## src/rtl/fdtw_pkg.sv

```systemverilog
`timescale 1ns / 1ps
// ----------------------------------------------------------------------------
// fdtw_pkg
// Types and codes shared by the device-tree structure walker and its cell
// stack.
// ----------------------------------------------------------------------------
package fdtw_pkg;

    localparam int CFG_IDX_W = 2;

    localparam logic [CFG_IDX_W-1:0] REG_ADDR_OFS = 2'd0;
    localparam logic [CFG_IDX_W-1:0] REG_SIZE_OFS = 2'd1;

    localparam logic [31:0] TOK_BEGIN_NODE = 32'h0000_0001;
    localparam logic [31:0] TOK_END_NODE   = 32'h0000_0002;
    localparam logic [31:0] TOK_PROP       = 32'h0000_0003;
    localparam logic [31:0] TOK_NOP        = 32'h0000_0004;
    localparam logic [31:0] TOK_END        = 32'h0000_0009;

    localparam logic [2:0] EV_NONE      = 3'd0;
    localparam logic [2:0] EV_NODE_BEG  = 3'd1;
    localparam logic [2:0] EV_NODE_END  = 3'd2;
    localparam logic [2:0] EV_PROP      = 3'd3;
    localparam logic [2:0] EV_END       = 3'd4;
    localparam logic [2:0] EV_BAD_TOKEN = 3'd5;
    localparam logic [2:0] EV_OVERFLOW  = 3'd6;
    localparam logic [2:0] EV_AFTER_END = 3'd7;

    typedef struct packed {
        logic [31:0] word;
        logic        first_word;
    } t_in_item;

    typedef struct packed {
        logic [2:0] token_event;
        logic [3:0] tree_depth;
        logic [7:0] addr_cnt;
        logic [7:0] size_cnt;
    } t_out_item;

    typedef struct packed {
        logic [7:0] addr_cnt;
        logic [7:0] size_cnt;
    } t_cells;

    // One operation on the cell stack per accepted item
    typedef struct packed {
        logic       clear;
        logic       push;
        logic       pop;
        logic       set_addr;
        logic       set_size;
        logic [7:0] value;
    } t_stk_op;

endpackage

```

## src/rtl/fdt_struct_token_walker.sv

```systemverilog
`timescale 1ns / 1ps
// ----------------------------------------------------------------------------
// fdt_struct_token_walker
// Walks a device-tree structure block one 32-bit word per item.
// ----------------------------------------------------------------------------
// Input channel: one structure-block word per item, first_word set on the
// first word of a block to restart the walk. Output channel: exactly one
// result item per input item, giving the token event, the nesting depth after
// the word and the address/size cell counts in force at that depth.
// Configuration channel: register 0 holds the #address-cells name offset,
// register 1 the #size-cells name offset; writes are always taken and other
// indexes are ignored. Write only while the walker is idle.
// Each result is registered into the output queue as its word is accepted.
// Throughput is one word per cycle: the state update is combinational and
// the cell stack memory is read one level ahead, with write forwarding.
// A two-entry output queue lets the walker take a word while a result waits;
// when the receiver stalls with both entries full, input ready drops.
// Reset clears the walk state, both name offsets and the output queue; the
// stack memory needs no clearing pass since levels are written before read.
// ----------------------------------------------------------------------------
module fdt_struct_token_walker #(
    parameter int MAX_DEPTH = 16
) (
    input  logic                             i_clk,
    input  logic                             i_rst_n,
    input  logic                             i_in_valid,
    output logic                             o_in_ready,
    input  fdtw_pkg::t_in_item               i_in_data,
    output logic                             o_out_valid,
    input  logic                             i_out_ready,
    output fdtw_pkg::t_out_item              o_out_data,
    input  logic                             i_cfg_valid,
    output logic                             o_cfg_ready,
    input  logic [fdtw_pkg::CFG_IDX_W-1:0]   i_cfg_index,
    input  logic [31:0]                      i_cfg_data
);
    import fdtw_pkg::*;

    localparam int DW = $clog2(MAX_DEPTH);
    localparam logic [DW-1:0] DEPTH_LIMIT = DW'(MAX_DEPTH - 1);

    typedef enum logic [2:0] {
        PH_TOKEN,
        PH_NAME,
        PH_LEN,
        PH_OFF,
        PH_DATA
    } t_phase;

    typedef enum logic [1:0] {
        KIND_NONE,
        KIND_ADDR,
        KIND_SIZE
    } t_kind;

    // configuration
    logic [31:0] r_addr_ofs, r_size_ofs;

    // walk state
    t_phase      r_phase, n_phase;
    t_kind       r_kind, n_kind;
    logic [30:0] r_words, n_words;
    logic [30:0] r_left, n_left;
    logic        r_long, n_long;
    logic        r_ended, n_ended;
    logic        r_failed, n_failed;

    // output queue
    t_out_item   r_q [2];
    logic        r_wp, r_rp;
    logic [1:0]  r_cnt;

    logic          in_acc, out_acc;
    logic          first;
    logic [31:0]   w;
    logic [2:0]    ev;
    t_stk_op       stk_op;
    logic [DW-1:0] cur_depth, e_depth, nx_depth;
    logic [DW+3:0] depth_ext;
    t_cells        nx_cells;
    t_out_item     res;
    logic          zero_byte;
    logic [7:0]    sat_val;

    assign in_acc  = i_in_valid && o_in_ready;
    assign out_acc = o_out_valid && i_out_ready;
    assign first   = i_in_data.first_word;
    assign w       = i_in_data.word;

    assign zero_byte = (w[7:0] == 8'd0) || (w[15:8] == 8'd0) ||
                       (w[23:16] == 8'd0) || (w[31:24] == 8'd0);
    assign sat_val   = (w[31:8] != 24'd0) ? 8'hFF : w[7:0];
    assign e_depth   = first ? '0 : cur_depth;

    always_comb begin
        t_phase e_phase;
        t_kind  e_kind;
        logic   e_ended;
        logic   e_failed;

        e_phase  = first ? PH_TOKEN  : r_phase;
        e_kind   = first ? KIND_NONE : r_kind;
        e_ended  = first ? 1'b0      : r_ended;
        e_failed = first ? 1'b0      : r_failed;

        n_phase  = e_phase;
        n_kind   = e_kind;
        n_words  = r_words;
        n_left   = first ? '0 : r_left;
        n_long   = first ? 1'b0 : r_long;
        n_ended  = e_ended;
        n_failed = e_failed;
        ev       = EV_NONE;
        stk_op   = '0;
        stk_op.clear = first;
        stk_op.value = sat_val;

        if (e_failed) begin
            ev = EV_BAD_TOKEN;
        end else if (e_ended) begin
            ev = EV_AFTER_END;
        end else begin
            case (e_phase)
                PH_NAME: begin
                    if (zero_byte) begin
                        n_phase = PH_TOKEN;
                    end
                end
                PH_LEN: begin
                    n_words = {1'b0, w[31:2]} + 31'(w[1:0] != 2'd0);
                    n_long  = (w[31:2] != 30'd0);
                    n_phase = PH_OFF;
                end
                PH_OFF: begin
                    n_left = r_words;
                    if (r_words == '0) begin
                        n_phase = PH_TOKEN;
                        n_kind  = KIND_NONE;
                    end else begin
                        n_phase = PH_DATA;
                        if (w == r_addr_ofs) begin
                            n_kind = KIND_ADDR;
                        end else if (w == r_size_ofs) begin
                            n_kind = KIND_SIZE;
                        end else begin
                            n_kind = KIND_NONE;
                        end
                    end
                end
                PH_DATA: begin
                    if (r_long) begin
                        stk_op.set_addr = (e_kind == KIND_ADDR);
                        stk_op.set_size = (e_kind == KIND_SIZE);
                    end
                    n_kind = KIND_NONE;
                    n_left = r_left - 31'd1;
                    if (r_left == 31'd1) begin
                        n_phase = PH_TOKEN;
                    end
                end
                default: begin
                    n_phase = PH_TOKEN;
                    case (w)
                        TOK_BEGIN_NODE: begin
                            if (e_depth >= DEPTH_LIMIT) begin
                                n_failed = 1'b1;
                                ev       = EV_OVERFLOW;
                            end else begin
                                stk_op.push = 1'b1;
                                n_phase     = PH_NAME;
                                ev          = EV_NODE_BEG;
                            end
                        end
                        TOK_END_NODE: begin
                            if (e_depth == '0) begin
                                n_failed = 1'b1;
                                ev       = EV_BAD_TOKEN;
                            end else begin
                                stk_op.pop = 1'b1;
                                ev         = EV_NODE_END;
                            end
                        end
                        TOK_PROP: begin
                            n_phase = PH_LEN;
                            ev      = EV_PROP;
                        end
                        TOK_NOP: begin
                            ev = EV_NONE;
                        end
                        TOK_END: begin
                            n_ended = 1'b1;
                            ev      = EV_END;
                        end
                        default: begin
                            n_failed = 1'b1;
                            ev       = EV_BAD_TOKEN;
                        end
                    endcase
                end
            endcase
        end

        // drop the operation unless an item is taken this cycle
        if (!in_acc) begin
            stk_op = '0;
        end
    end

    fdtw_cell_stack #(
        .MAX_DEPTH (MAX_DEPTH)
    ) u_stack (
        .i_clk        (i_clk),
        .i_rst_n      (i_rst_n),
        .i_op         (stk_op),
        .o_depth      (cur_depth),
        .o_next_depth (nx_depth),
        .o_next_cells (nx_cells)
    );

    assign depth_ext = (DW + 4)'(nx_depth);

    always_comb begin
        res.token_event = ev;
        res.tree_depth  = depth_ext[3:0];
        res.addr_cnt    = nx_cells.addr_cnt;
        res.size_cnt    = nx_cells.size_cnt;
    end

    always_ff @(posedge i_clk) begin
        if (!i_rst_n) begin
            r_phase  <= PH_TOKEN;
            r_kind   <= KIND_NONE;
            r_words  <= '0;
            r_left   <= '0;
            r_long   <= 1'b0;
            r_ended  <= 1'b0;
            r_failed <= 1'b0;
        end else if (in_acc) begin
            r_phase  <= n_phase;
            r_kind   <= n_kind;
            r_words  <= n_words;
            r_left   <= n_left;
            r_long   <= n_long;
            r_ended  <= n_ended;
            r_failed <= n_failed;
        end
    end

    always_ff @(posedge i_clk) begin
        if (!i_rst_n) begin
            r_addr_ofs <= '0;
            r_size_ofs <= '0;
        end else if (i_cfg_valid && o_cfg_ready) begin
            case (i_cfg_index)
                REG_ADDR_OFS: r_addr_ofs <= i_cfg_data;
                REG_SIZE_OFS: r_size_ofs <= i_cfg_data;
                default: ;
            endcase
        end
    end

    // two-entry result queue
    always_ff @(posedge i_clk) begin
        if (!i_rst_n) begin
            r_wp  <= 1'b0;
            r_rp  <= 1'b0;
            r_cnt <= 2'd0;
        end else begin
            if (in_acc) begin
                r_wp <= ~r_wp;
            end
            if (out_acc) begin
                r_rp <= ~r_rp;
            end
            if (in_acc && !out_acc) begin
                r_cnt <= r_cnt + 2'd1;
            end else if (!in_acc && out_acc) begin
                r_cnt <= r_cnt - 2'd1;
            end
        end
    end

    always_ff @(posedge i_clk) begin
        if (in_acc) begin
            r_q[r_wp] <= res;
        end
    end

    assign o_in_ready  = (r_cnt != 2'd2);
    assign o_out_valid = (r_cnt != 2'd0);
    assign o_out_data  = r_q[r_rp];
    assign o_cfg_ready = 1'b1;

endmodule

```

## src/rtl/fdtw_cell_stack.sv

```systemverilog
`timescale 1ns / 1ps
// ----------------------------------------------------------------------------
// fdtw_cell_stack
// Stack of address/size cell counts. The current and parent levels sit in
// registers; older levels live in a synchronous memory that is read ahead.
// ----------------------------------------------------------------------------
module fdtw_cell_stack #(
    parameter int MAX_DEPTH = 16
) (
    input  logic                         i_clk,
    input  logic                         i_rst_n,
    input  fdtw_pkg::t_stk_op            i_op,
    output logic [$clog2(MAX_DEPTH)-1:0] o_depth,
    output logic [$clog2(MAX_DEPTH)-1:0] o_next_depth,
    output fdtw_pkg::t_cells             o_next_cells
);
    import fdtw_pkg::*;

    localparam int DW = $clog2(MAX_DEPTH);

    logic [DW-1:0] r_depth, n_depth;
    t_cells        r_top, n_top;
    t_cells        r_below, n_below;
    t_cells        r_rdata;
    t_cells        mem [MAX_DEPTH];

    logic [DW-1:0] e_depth;
    t_cells        e_top, e_below;
    logic          mem_we;
    logic [DW-1:0] mem_wa, mem_ra;
    t_cells        mem_wd;

    always_comb begin
        e_depth = i_op.clear ? '0 : r_depth;
        e_top   = i_op.clear ? '0 : r_top;
        e_below = i_op.clear ? '0 : r_below;

        n_depth = e_depth;
        n_top   = e_top;
        n_below = e_below;
        mem_we  = 1'b0;
        mem_wa  = e_depth - DW'(1);
        mem_wd  = e_below;

        if (i_op.push) begin
            // spill the parent level, child inherits the current counts
            n_depth = e_depth + DW'(1);
            n_below = e_top;
            mem_we  = (e_depth != '0);
        end else if (i_op.pop) begin
            n_depth = e_depth - DW'(1);
            n_top   = e_below;
            n_below = r_rdata;
        end else if (i_op.set_addr) begin
            n_top.addr_cnt = i_op.value;
        end else if (i_op.set_size) begin
            n_top.size_cnt = i_op.value;
        end

        // prefetch the level below the next parent
        mem_ra = n_depth - DW'(2);
    end

    always_ff @(posedge i_clk) begin
        if (!i_rst_n) begin
            r_depth <= '0;
            r_top   <= '0;
            r_below <= '0;
        end else begin
            r_depth <= n_depth;
            r_top   <= n_top;
            r_below <= n_below;
        end
    end

    always_ff @(posedge i_clk) begin
        if (mem_we) begin
            mem[mem_wa] <= mem_wd;
        end
        // forward a write to the entry being read
        if (mem_we && (mem_wa == mem_ra)) begin
            r_rdata <= mem_wd;
        end else begin
            r_rdata <= mem[mem_ra];
        end
    end

    assign o_depth      = r_depth;
    assign o_next_depth = n_depth;
    assign o_next_cells = n_top;

endmodule

```

## config.mk

```make
export PLATFORM = sky130hd
export DESIGN_NAME = fdt_struct_token_walker
export DESIGN_NICKNAME = d
export VERILOG_FILES = /design/src/rtl/fdtw_pkg.sv /design/src/rtl/fdt_struct_token_walker.sv /design/src/rtl/fdtw_cell_stack.sv
export SDC_FILE = /design/constraint.sdc
export NUM_CORES = 1
export LEC_CHECK = 0
export ABC_AREA = 1
export ABC_CLOCK_PERIOD_IN_PS = 5500
export BUFFER_PORTS_ARGS = -buffer_cell sky130_fd_sc_hd__buf_2
export CAP_MARGIN = 20
export CORE_ASPECT_RATIO = 1.75
export CORE_MARGIN = 2
export CORE_UTILIZATION = 60
export DETAILED_ROUTE_END_ITERATION = 16
export PLACE_DENSITY_LB_ADDON = 0.2
export REMOVE_ABC_BUFFERS = 1
export SYNTH_ARGS = -nofsm -noshare
export SYNTH_HDL_FRONTEND = slang
export SYNTH_SLANG_ARGS = --single-unit
```

## constraint.sdc

```tcl
create_clock -name i_clk -period 5.5 [get_ports i_clk]
set_clock_uncertainty 0.2 [all_clocks]
set_input_delay 1.65 -clock i_clk [delete_from_list [all_inputs] [get_ports i_clk]]
set_output_delay 1.65 -clock i_clk [all_outputs]
set_load 0.005 [all_outputs]
```

# Word-level counts from Yosys, hierarchy flattened
# Memories as Yosys holds them, arrays and structs flattened. A register that Yosys moved wholly into a read port is not among the register bits.
# Index checks and enable logic that the tools add are counted.
# totals
in_bits,72
reg_bits,174
memories,2
word_cells,149
mem_bits_rw,302
out_inout_bits,26
# op_classes
reduce_logical,27
order_cmp,1
n_mux,75
n_bitwise,4
n_eq_ne,16
addsub,7
# mem_list
name,depth,word_bits,read_ports,rd_ports_with_merged_regs,write_ports,line_no,rtl
u_stack.mem,16,16,1,1,1,fdtw_cell_stack.sv:25,t_cells mem [MAX_DEPTH];
r_q,2,23,1,1,1,fdt_struct_token_walker.sv:69,t_out_item r_q [2];
# ops
cell,count
$mux 16,6
$mux 31,3
$eq 32x2->1 const B,2
$eq 32x32->1,2
$pmux 31 s2,1
$mux 3,11
$eq 32x1->1 const B,1
$eq 32x3->1 const B,1
$eq 32x4->1 const B,1
$logic_not 8->1,4
$mux 8,4
$add 30x1->31,1
$eq 31x1->1 const B,1
$logic_not 31->1,1
$sub 31x1->31 const B,1
$reduce_bool 30->1,1
$mux 1,27
$mux 4,6
$reduce_bool 24->1,1
$mux 2,11
$pmux 3 s5,1
$mux 13,1
$pmux 3 s4,1
$pmux 2 s2,2
other kinds (25),39

# Longest topological paths before layout
# logic_depth
ltp_word,13
mapped_depth,19
ltp_nobuf,16

# By module
# From an unflattened synthesis, not the netlist that was laid out.
# unflattened
cells_unflattened,2621
area_unflattened_um2,22733.1
# modules_own_cells
mod,cells_per_inst,instances,seq_area_each_um2,area_each_um2
fdtw_cell_stack,1215,1,8488.1,12539.5
fdt_struct_token_walker,1406,1,4164.0,10193.5

# Worst setup path after synthesis
# OpenSTA, ideal clock, no wires.
# synth_timing
path_type,input -> register
from,input i_in_data[0] (netlist bit)
to,"memory u_stack.mem[10][0] (netlist bit), enable pin"
setup_time_ns,0.388
setup_slack_ns,0.981
stages,9
t_arrival_ns,3.930
cell_sequence,buf_6 > nand3_1 > buf_2 > buf_1 > nand2_1 > ha_1 > xor2_1 > nand2_1 > nor2_1
# synth_between
elab_chain_cells,11
word_cells_on_any_way,22
classes_between,add/sub: 1; order compare: 1; eq/ne: 4; mux: 14; reduce/logical: 2
# synth_lines
element,line_no,rtl
from (decl),fdt_struct_token_walker.sv:28,"input fdtw_pkg::t_in_item i_in_data,"
$mux 4,fdt_struct_token_walker.sv:93,assign e_depth = first ? '0 : cur_depth;
$ge 4x4->1,fdt_struct_token_walker.sv:165,if (e_depth >= DEPTH_LIMIT) begin
$mux 1,fdt_struct_token_walker.sv:165,
$mux 1,fdt_struct_token_walker.sv:163,case (w)
$mux 2,fdt_struct_token_walker.sv:123,case (e_phase)
$mux 4,fdt_struct_token_walker.sv:120,end else if (e_ended) begin
$mux 4,fdt_struct_token_walker.sv:118,if (e_failed) begin
$mux 13 *,fdt_struct_token_walker.sv:204,if (!in_acc) begin
$mux 1,fdtw_cell_stack.sv:45,if (i_op.push) begin
$mux 1,fdtw_cell_stack.sv:77,if (mem_we) begin
$mux 1 (not written as such),fdtw_cell_stack.sv:78,mem[mem_wa] <= mem_wd;
to (decl),fdtw_cell_stack.sv:25,
# Mark *: on every way between the ends. The rest lies on a longest branch, timed or not.

# Final worst setup path
# layout_timing
from,input i_in_data[0] (netlist bit)
to,"memory u_stack.mem[12][13] (netlist bit), enable pin"
# Same word-level chain as after synthesis.

==> results.yml <==
yosys:
  yosysUniqueCellTypes: 57
  syn_area_per_cell_sq_um: 8.508
  synth_edf_count: 302
  synthesis.area_sq_um: 23400
  async_flop_share_pct: 0
  ys_warn_count: 0
  synth-main-ff-cell: "edfxtp_1"
  syn-instance-count: 2751
  seq_area_frac_synth_pct: 54.06
  yosys_register_bits: 481
critical_path:
  startpoint: "i_in_data[0]"
  crit_slowest_cell: "nor2_1"
  worstPathArrival_ps: 4290
  timing.rr.end: "u_stack.r_below[6]"
  path_depth: 12
  worstSetupPathType: "in2reg"
  path_cells: "buf_2 -> inv_4 -> nand2_8 -> inv_4 -> nor2_8 -> nand2_4 -> nor2_8 -> nand3_2 -> inv_2 -> nand3_2 -> nor2_1 -> buf_4"
  slowest_delay_ps: 440
  critPathRequiredTime_ps: 5580
  reg2reg_slack_ps: 2160
  cp_max_fo: 20
  critPathTopFamily: "simple AND/OR/NAND/NOR gates"
  rr_worst_depth: 10
  crit_buf_inv: 5
  critPathLaunchType: "input port"
  endpoint_kind: "flip-flop"
  cp-endpoint: "u_stack.mem[12][13]"
clock_network:
  cts_tree: "built"
  root_buffer: "clkbuf_16"
  cts_buffer_depth: 3
  hold_buffers: 0
  ctsHtreeMaxLevel: 2
  cts_resized: 0
  clkTransAtPathRegs_ps: 60
  post_cts.repair.setup_buffers: 0
  cts.sinks: 481
  cts_made_buffers: 42
  insertion_delay_ps: 580
layout:
  stdcell_count: 3304
  nFillCells: 3215
  layout.area.seq_sq_um: 12660
  final_util_pct: 66.53
  syn_to_final_growth_pct: 9.141
  drive_gt1_share_pct: 11.60
  antenna_cells: 0
  final_nets: 2869
  multi_input_area_sq_um: 9168
timing:
  rsz0062_at_grt: "false"
  tns_ps: 0
  relSlewSlack_pct: 30.62
  timing.hold.ws_ps: 266.7
  timing.fmax_ghz: 0.2375
  fin_crit_sh_pct: 76.56
  setup_viol: 0
  period_needed_ps: 4211
  hold_violations: 0
  drv_slew: 0
  tightest_slew_ps: 1040
detailed_routing:
  vias: 19423
  drt_pass1_iterations: 6
  post_drt_wl_per_cell_microns: 20.76
  antenna_left: 0
  routed_via_density: 5.879
  drc: 0
  wl_microns: 68600
  drt_iter0_markers: 1500
die:
  dieHeight_microns: 265.3
  io_pins: 98
  die_x_microns: 153.3
  dieArea_sq_um: 40670
  fp-row-count: 95
  start_util_pct: 60.96
  core-area_sq_um: 38390
global_routing:
  grt_use_total_pct: 33.43
  grt_pass1_vias: 19351
  grt_max_degree: 105
  grt_antenna_before_repair: 2
  overflow: 0
  grt_pass1_wl_microns: 105200
power_and_ir_drop:
  power_mw: 8.324
  seqPwrFrac_pct: 48.7
  peakVddDrop_v: 0.0003013
  power.switching_mw: 2.274
  p_leak_nw: 10.27
  p_int_mw: 6.050
  p_per_area_nw_per_um2: 325.9
  p_sw_share_pct: 27.32
  combinationalPowerShare_pct: 14.6
  pwr-share-clk_pct: 36.8
placed_design:
  hpwl_microns: 49150
  portBuffers: 96
  gp_congestion: 1.048
  dp_cells: 3225
min_path:
  hold_class: "reg2reg"
run_status:
  status: "finished clean"
flow_run:
  maxCapViolCount: 0
cell type report:
type,count,area share [%]
well taps,485,2.376
clock inverters,28,1.156
flip-flops and latches,481,49.55
multi-input cells,1883,35.89
repair buffers,134,3.047
clock buffers,50,4.394
inverters,243,3.590
worst reg2reg max path, stage by stage, from the launching register on:
cell and delay, ps:
dfxtp_4 550, inv_2 620, buf_4 640, o21ai_0 330, nand3_1 160, nand3_1 230
nand2_1 180, nand3_1 90, nand2_1 80, nand2_1 50, a21oi_1 120
layout by cell type (no fill, tap or decap), types with 9 or more instances in the layout:
cell type / instances
a21oi_1: 115
a21oi_2: 13
a31oi_1: 20
buf_2: 96
buf_4: 37
clkbuf_16: 43
clkinv_2: 12
dfxtp_1: 177
edfxtp_1: 302
ha_1: 12
inv_1: 231
mux2_2: 23
nand2_1: 595
nand3_1: 191
nand4_1: 23
nor2_1: 431
nor2_2: 23
nor2_4: 9
nor3_1: 28
o211ai_1: 23
o21ai_0: 214
o21ai_1: 9
o22ai_1: 16
or2_4: 12
xor2_1: 55
power by group through the flow:
stage	Sequential (mW)	Clock [mW]	Combinational (mW)
6_report	4.05	3.06	1.21
5_1_grt	4.06	3.22	1.33
4_1_cts	4.05	3.09	1.20
3_5_place_dp	4.13	0	1.20
3_3_place_gp	4.12	0	1.18
2_1_floorplan	4.10	0	0.750
worst min path at each step:
stage                   start        endpoint  cells after the start
2_1_floorplan   r_size_ofs[5]   r_size_ofs[5]                      2
3_3_place_gp    r_size_ofs[5]   r_size_ofs[5]                      2
3_5_place_dp    r_size_ofs[5]   r_size_ofs[5]                      2
4_1_cts         r_size_ofs[5]   r_size_ofs[5]                      2
5_1_grt        r_size_ofs[29]  r_size_ofs[29]                      2
6_report        r_size_ofs[5]   r_size_ofs[5]                      2
layer usage:
| layer | global-route usage, % | wire [microns] | up-vias |
|---|---|---|---|
| met5 | 0 | 12 | - |
| met4 | 26.33 | 6517 | 2 |
| met3 | 4.301 | 3774 | 332 |
| met2 | 61.72 | 35800 | 873 |
| met1 | 33.43 | 22490 | 9051 |
| li1 | - | - | 9165 |
sequential cells by signal, indices dropped and copies added, names as in the netlist, named ones only:
name,count
r_long,1
r_left,31
r_q,46
r_kind,2
r_size_ofs,32
r_words,31
r_cnt,2
r_addr_ofs,32
u_stack.o_depth,4
r_phase,3
r_rp,1
u_stack.r_below,16
u_stack.mem,256
u_stack.r_top,16
r_failed,1
r_wp,1
r_ended,1
cell usage after synthesis, types with 3 or more instances:
| library cell | count | area share, % |
|---|---|---|
| inv_1 | 231 | 3.7 |
| buf_6 | 11 | 0.53 |
| nor4_1 | 5 | 0.13 |
| nand4_1 | 23 | 0.61 |
| or2_0 | 5 | 0.13 |
| nand2_2 | 6 | 0.16 |
| o21bai_1 | 5 | 0.16 |
| buf_1 | 15 | 0.24 |
| o21ai_1 | 9 | 0.19 |
| o22ai_1 | 16 | 0.43 |
| nand3_2 | 8 | 0.34 |
| a21oi_1 | 115 | 2.5 |
| nand3b_1 | 5 | 0.16 |
| ha_1 | 12 | 0.64 |
| nor2_1 | 435 | 7.0 |
| inv_2 | 8 | 0.13 |
| clkbuf_1 | 80 | 1.3 |
| nand3_1 | 191 | 4.1 |
| buf_4 | 3 | 0.096 |
| edfxtp_1 | 302 | 39 |
| nor3_1 | 28 | 0.60 |
| or2_2 | 5 | 0.13 |
| nor2_4 | 9 | 0.43 |
| dfxtp_1 | 179 | 15 |
| a31oi_1 | 20 | 0.53 |
| mux2_2 | 23 | 1.1 |
| xor2_1 | 55 | 2.1 |
| or2_4 | 12 | 0.45 |
| a21oi_2 | 13 | 0.49 |
| buf_2 | 35 | 0.75 |
| o21ai_0 | 214 | 4.6 |
| nand2_1 | 595 | 9.5 |
| o211ai_1 | 23 | 0.74 |
| xnor2_1 | 7 | 0.26 |
| nor2_2 | 19 | 0.51 |
through the flow:
stage               worst slack, ps  cell area (sq um)
finish                         1289              25540
global route                   1131              25540
CTS                            1315              25520
detailed placement            758.4              24110
global placement              831.3              24110
floorplan                     231.4              22730
logic make-up (layout without fill, tap and decap cells):
group,after synthesis,after routing,synth area share (%)
AND/OR/NAND/NOR,1359,1359,25.07
AO/OA/AOI/OAI,426,426,9.975
buffers and inverters,387,455,6.816
flip-flops,481,481,54.06
other,1,1,0.01602
adder cells (fa/ha/maj),12,12,0.6415
multiplexers,23,23,1.107
XOR/XNOR,62,62,2.320
(Power assumes the default switching activity.)
